## config.mk

```make
export PLATFORM = sky130hd
export DESIGN_NAME = mcfc_scale
export DESIGN_NICKNAME = d
export VERILOG_FILES = /design/src/rtl/mcfc_pkg.sv /design/src/rtl/mcfc_scale.sv
export SDC_FILE = /design/constraint.sdc
export NUM_CORES = 2
export LEC_CHECK = 0
export ABC_CLOCK_PERIOD_IN_PS = 9400
export BUFFER_PORTS_ARGS = -buffer_cell sky130_fd_sc_hd__buf_2
export CAP_MARGIN = 30
export CORE_MARGIN = 2
export CORE_UTILIZATION = 40
export CTS_CLUSTER_DIAMETER = 80
export DETAILED_ROUTE_END_ITERATION = 6
export SETUP_SLACK_MARGIN = 0.05
export SKIP_LAST_GASP = 1
export SLEW_MARGIN = 25
export SYNTH_ARGS = -nofsm -noshare
export SYNTH_HDL_FRONTEND = slang
export SYNTH_SLANG_ARGS = --single-unit
```

## constraint.sdc

```tcl
create_clock -name clk -period 9.4 [get_ports clk]
set_input_delay 2.82 -clock clk [delete_from_list [all_inputs] [get_ports clk]]
set_output_delay 2.82 -clock clk [all_outputs]
set_load 0.005 [all_outputs]
```

## src/rtl/mcfc_pkg.sv

```systemverilog
// Shared constants, types and arithmetic helpers for the MIMO complex FIR channel.
// No dependencies.
`default_nettype none
package mcfc_pkg;
	localparam int MAX_TAPS = 16;
	localparam int MAX_TX = 2;
	localparam int MAX_RX = 2;
	localparam int NUM_PATHS = MAX_TX * MAX_RX;
	localparam int TAP_W = $clog2(MAX_TAPS);
	localparam int PATH_W = (NUM_PATHS > 1) ? $clog2(NUM_PATHS) : 1;
	localparam int CNT_W = $clog2(MAX_TAPS + 1);
	// Sum of MAX_TX*MAX_TAPS products of 33 bits each.
	localparam int ACC_W = 34 + $clog2(MAX_TX * MAX_TAPS + 1);

	localparam logic [1:0] REG_GAIN = 2'd0;
	localparam logic [1:0] REG_TAPS = 2'd1;
	localparam logic [1:0] REG_TX = 2'd2;
	localparam logic [1:0] REG_RX = 2'd3;

	localparam logic ACT_LOAD = 1'b0;
	localparam logic ACT_SAMPLE = 1'b1;

	typedef struct packed {
		logic signed [15:0] re;
		logic signed [15:0] im;
	} cplx_t;

	// Per-cycle control broadcast along the cell chain.
	typedef struct packed {
		logic shift;
		logic clear;
		logic [MAX_TX-1:0] tx_en;
	} cell_ctl_t;
endpackage
`default_nettype wire

```

## src/rtl/mcfc_scale.sv

```systemverilog
// Gain multiply, round half up by 2^30 and saturation of one component.
// Uses mcfc_pkg.
`default_nettype none
module mcfc_scale
	import mcfc_pkg::*;
(
	input  wire logic                     clk,
	input  wire logic signed [ACC_W-1:0]  acc,
	input  wire logic [15:0]              gain,
	output logic signed [15:0]            y,
	output logic                          clip
);
	logic signed [ACC_W+17:0] prod_s1;
	logic signed [ACC_W-12:0] q;

	always_ff @(posedge clk) prod_s1 <= acc * $signed({2'b00, gain});

	always_comb begin
		q = (ACC_W-11)'((prod_s1 + (ACC_W+18)'(64'sd1 <<< 29)) >>> 30);
		clip = 1'b1;
		if (q > 32767) y = 16'sd32767;
		else if (q < -32768) y = -16'sd32768;
		else begin
			y = q[15:0];
			clip = 1'b0;
		end
	end
endmodule
`default_nettype wire

```

==> out/qor.csv <==
metric;value;unit
antenna_found_initial;1;
largest_register_ff_count;28;
synth.ff_latch_count;28;
grt_start_max_net_pins;33;
setup-tns-final;0;ns
final_min_period_over_clock_period;96.3;%
postSynth.asyncResetShare;0;%
wl_per_cell;17.9;um
grt_use_total;21.5;%
floorplan.io_pins;74;
post-route-min-period;9.05;ns
path_class;in -> reg;
clockBufferDepth;2;
final_net_count;3345;
postSynthCellCount;2549;
detail-route-antenna-nets;0;
max_slew_margin;51.7;%
critical_path.max_fanout;27;
post_cts_resized;0;
first_global_vias;19400;
routabilityCongestion;0.872;
start_util;40.3;%
synth_edf_count;0;
n_fill_cell;5577;
post_synth.cell_area_avg;8.87;um2
critPathArrivalTime;9.22;ns
yosysTopAreaCell;sky130_fd_sc_hd__fa_1;
hold_viol;0;
die_w;242;um
layout.cells.most_common;sky130_fd_sc_hd__inv_1;
worstHoldStart;prod_s1[56];
grt_first_pass_wirelength;101000;um
synth_fp_nets;3337;
timing.final.max_slew_violations;0;
critPathMaxStageDelay;0.55;ns
die_area;58500;um2
grt_setup_unrepaired;no;
timing.critical_path.cells;clkbuf_4 -> buf_4 -> nand2_1 -> fa_1 -> fa_1 -> fa_1 -> inv_1 -> fa_1 -> fa_1 -> fa_1 -> ha_1 -> a21o_1 -> a211oi_1 -> o21ai_0 -> a211oi_1 -> o22ai_1 -> buf_4 -> o21ai_0 -> o21ai_1 -> a21boi_0 -> xnor2_1;
min_path_cells;3;
grt_overflow_total;0;
layout.core_utilization;42.7;%
max_freq;0.110;GHz
worstSetupEndpointType;register;
yosys_warnings;0;
worst-slew-pin-transition;0.725;ns
drive_gt1_share;5.52;%
htree_levels;1;
status;finished, final reports clean;
total_vias_in_the_final_route;16900;
layout.cells.most_common_list;sky130_fd_sc_hd__inv_1, sky130_fd_sc_hd__fa_1, sky130_fd_sc_hd__nand2_1;
cts_sinks;28;
floorplan.core_area;56200;um2
hpwlAfterDp;49800;um
synth_cell_type_count;69;
synth-seq-area-share;2.48;%
wl;59300;um
data_required_time_of_the_worst_path;9.56;ns
clock_pin_slew_on_the_worst_setup_and_hold_paths;0.06;ns
setup_violating_endpoint_count_in_the_final_report;0;
io_buffer_count;73;
cts.repair_timing.setup_buffer_count;0;
firstDrtPassIters;5;
post_synth_main_area_contributors;sky130_fd_sc_hd__fa_1, sky130_fd_sc_hd__inv_1, sky130_fd_sc_hd__ha_1;
drcViolationCount;0;
hold_fix_buffer_count_after_cts;0;
synth.cell_area;22600;um2
ys.flop_type;sky130_fd_sc_hd__dfxtp_1;
antennaDiodeCount;0;
most_frequent_cell_on_the_critical_path;sky130_fd_sc_hd__fa_1;
endpoint_of_the_worst_hold_path;y[15];
critPathSlowestCell;sky130_fd_sc_hd__fa_1;
clockRootBuffer;sky130_fd_sc_hd__clkbuf_16;
vias_per_cell;5.09;
drt-initial-drc-count;896;
max_cap_violations;0;
synth_top_cell_area_share;53.0;%
tritoncts.num_buffers;3;
cts_tree;yes;
cp-start-kind;primary input;
holdCritPathClass;reg -> out;
rows;87;
fp.dieH;242;um
max_flop_register;prod_s1;
area.growth.synth_to_final;6.02;%
largest_registers;prod_s1 (28);
cells by family after synthesis:
group | after synthesis | synth area share, %
AOI/OAI and AO/OA | 190 | 5.39
and+or+nand+nor | 796 | 17.1
adders and majority gates | 731 | 60.3
xor gates and xnor gates | 56 | 2.17
muxes | 3 | 0.133
DFF | 28 | 2.48
buffers and inverters | 745 | 12.5
synthesized netlist by cell type, types with 3 or more instances:
cell and count:
sky130_fd_sc_hd__a211o_1 3, sky130_fd_sc_hd__a211oi_1 7, sky130_fd_sc_hd__a21o_1 20, sky130_fd_sc_hd__a21oi_1 54, sky130_fd_sc_hd__a31oi_1 10, sky130_fd_sc_hd__and2_1 242, sky130_fd_sc_hd__and3_1 12, sky130_fd_sc_hd__clkbuf_1 111
sky130_fd_sc_hd__dfxtp_1 28, sky130_fd_sc_hd__fa_1 599, sky130_fd_sc_hd__ha_1 132, sky130_fd_sc_hd__inv_1 628, sky130_fd_sc_hd__mux2i_1 3, sky130_fd_sc_hd__nand2_1 437, sky130_fd_sc_hd__nand2b_1 5, sky130_fd_sc_hd__nand3_1 23
sky130_fd_sc_hd__nand4_1 17, sky130_fd_sc_hd__nor2_1 28, sky130_fd_sc_hd__nor3_1 5, sky130_fd_sc_hd__nor4_1 3, sky130_fd_sc_hd__o211ai_1 8, sky130_fd_sc_hd__o21a_1 4, sky130_fd_sc_hd__o21ai_0 30, sky130_fd_sc_hd__o21ai_1 10
sky130_fd_sc_hd__o21bai_1 13, sky130_fd_sc_hd__o22ai_1 4, sky130_fd_sc_hd__o31ai_1 3, sky130_fd_sc_hd__xnor2_1 30, sky130_fd_sc_hd__xor2_1 26
per-stage QoR:
step           cell area, um2  setup WS [ns]  std cells  hold slack [ns]
2_1_floorplan           22600          0.981       2549             3.23
5_1_grt                 24000         0.0807       3312             3.74
3_5_place_dp            23900         0.0791       3308             3.42
4_1_cts                 24000          0.314       3312             3.71
6_report                24000          0.347       3312             3.70
3_3_place_gp            23900          0.161       3308             3.40
worst max-delay path, delay by kind of cell:
family | cells | cell delay (ns)
adder cells (fa/ha/maj) | 7 | 3.38
AND/OR/NAND/NOR | 1 | 0.10
buffers and inverters | 4 | 0.88
XOR/XNOR | 1 | 0.19
AO/OA/AOI/OAI | 8 | 1.83
how the worst max path moves through the flow:
stage | from | end | slack [ns]
floorplan | gain[2] | prod_s1[55] | 0.98
global placement | gain[2] | prod_s1[45] | 0.16
detailed placement | gain[2] | prod_s1[45] | 0.08
CTS | gain[2] | prod_s1[45] | 0.31
global route | gain[2] | prod_s1[45] | 0.08
finish | gain[2] | prod_s1[45] | 0.35
layout make-up:
| class | instances | area, um2 | share of cell area, % |
|---|---|---|---|
| Multi-Input combinational cell | 1776 | 19200 | 80.3 |
| Sequential cell | 28 | 561 | 2.34 |
| Clock buffer | 3 | 75.1 | 0.313 |
| Clock inverter | 1 | 30.0 | 0.125 |
| Tap cell | 756 | 946 | 3.94 |
| Inverter | 628 | 2360 | 9.83 |
| Timing Repair Buffer | 120 | 766 | 3.19 |
layer usage:
metal	global-route usage, %	vias up	wire length (um)
met2	38.1	515	29700
met3	2.25	110	3180
li1	-	7442	-
met1	28.2	8785	24700
met5	0	-	0
met4	5.65	0	1690
Power is not shown: default switching activity piles up to over one toggle a cycle in this logic, so the estimate is an artifact.
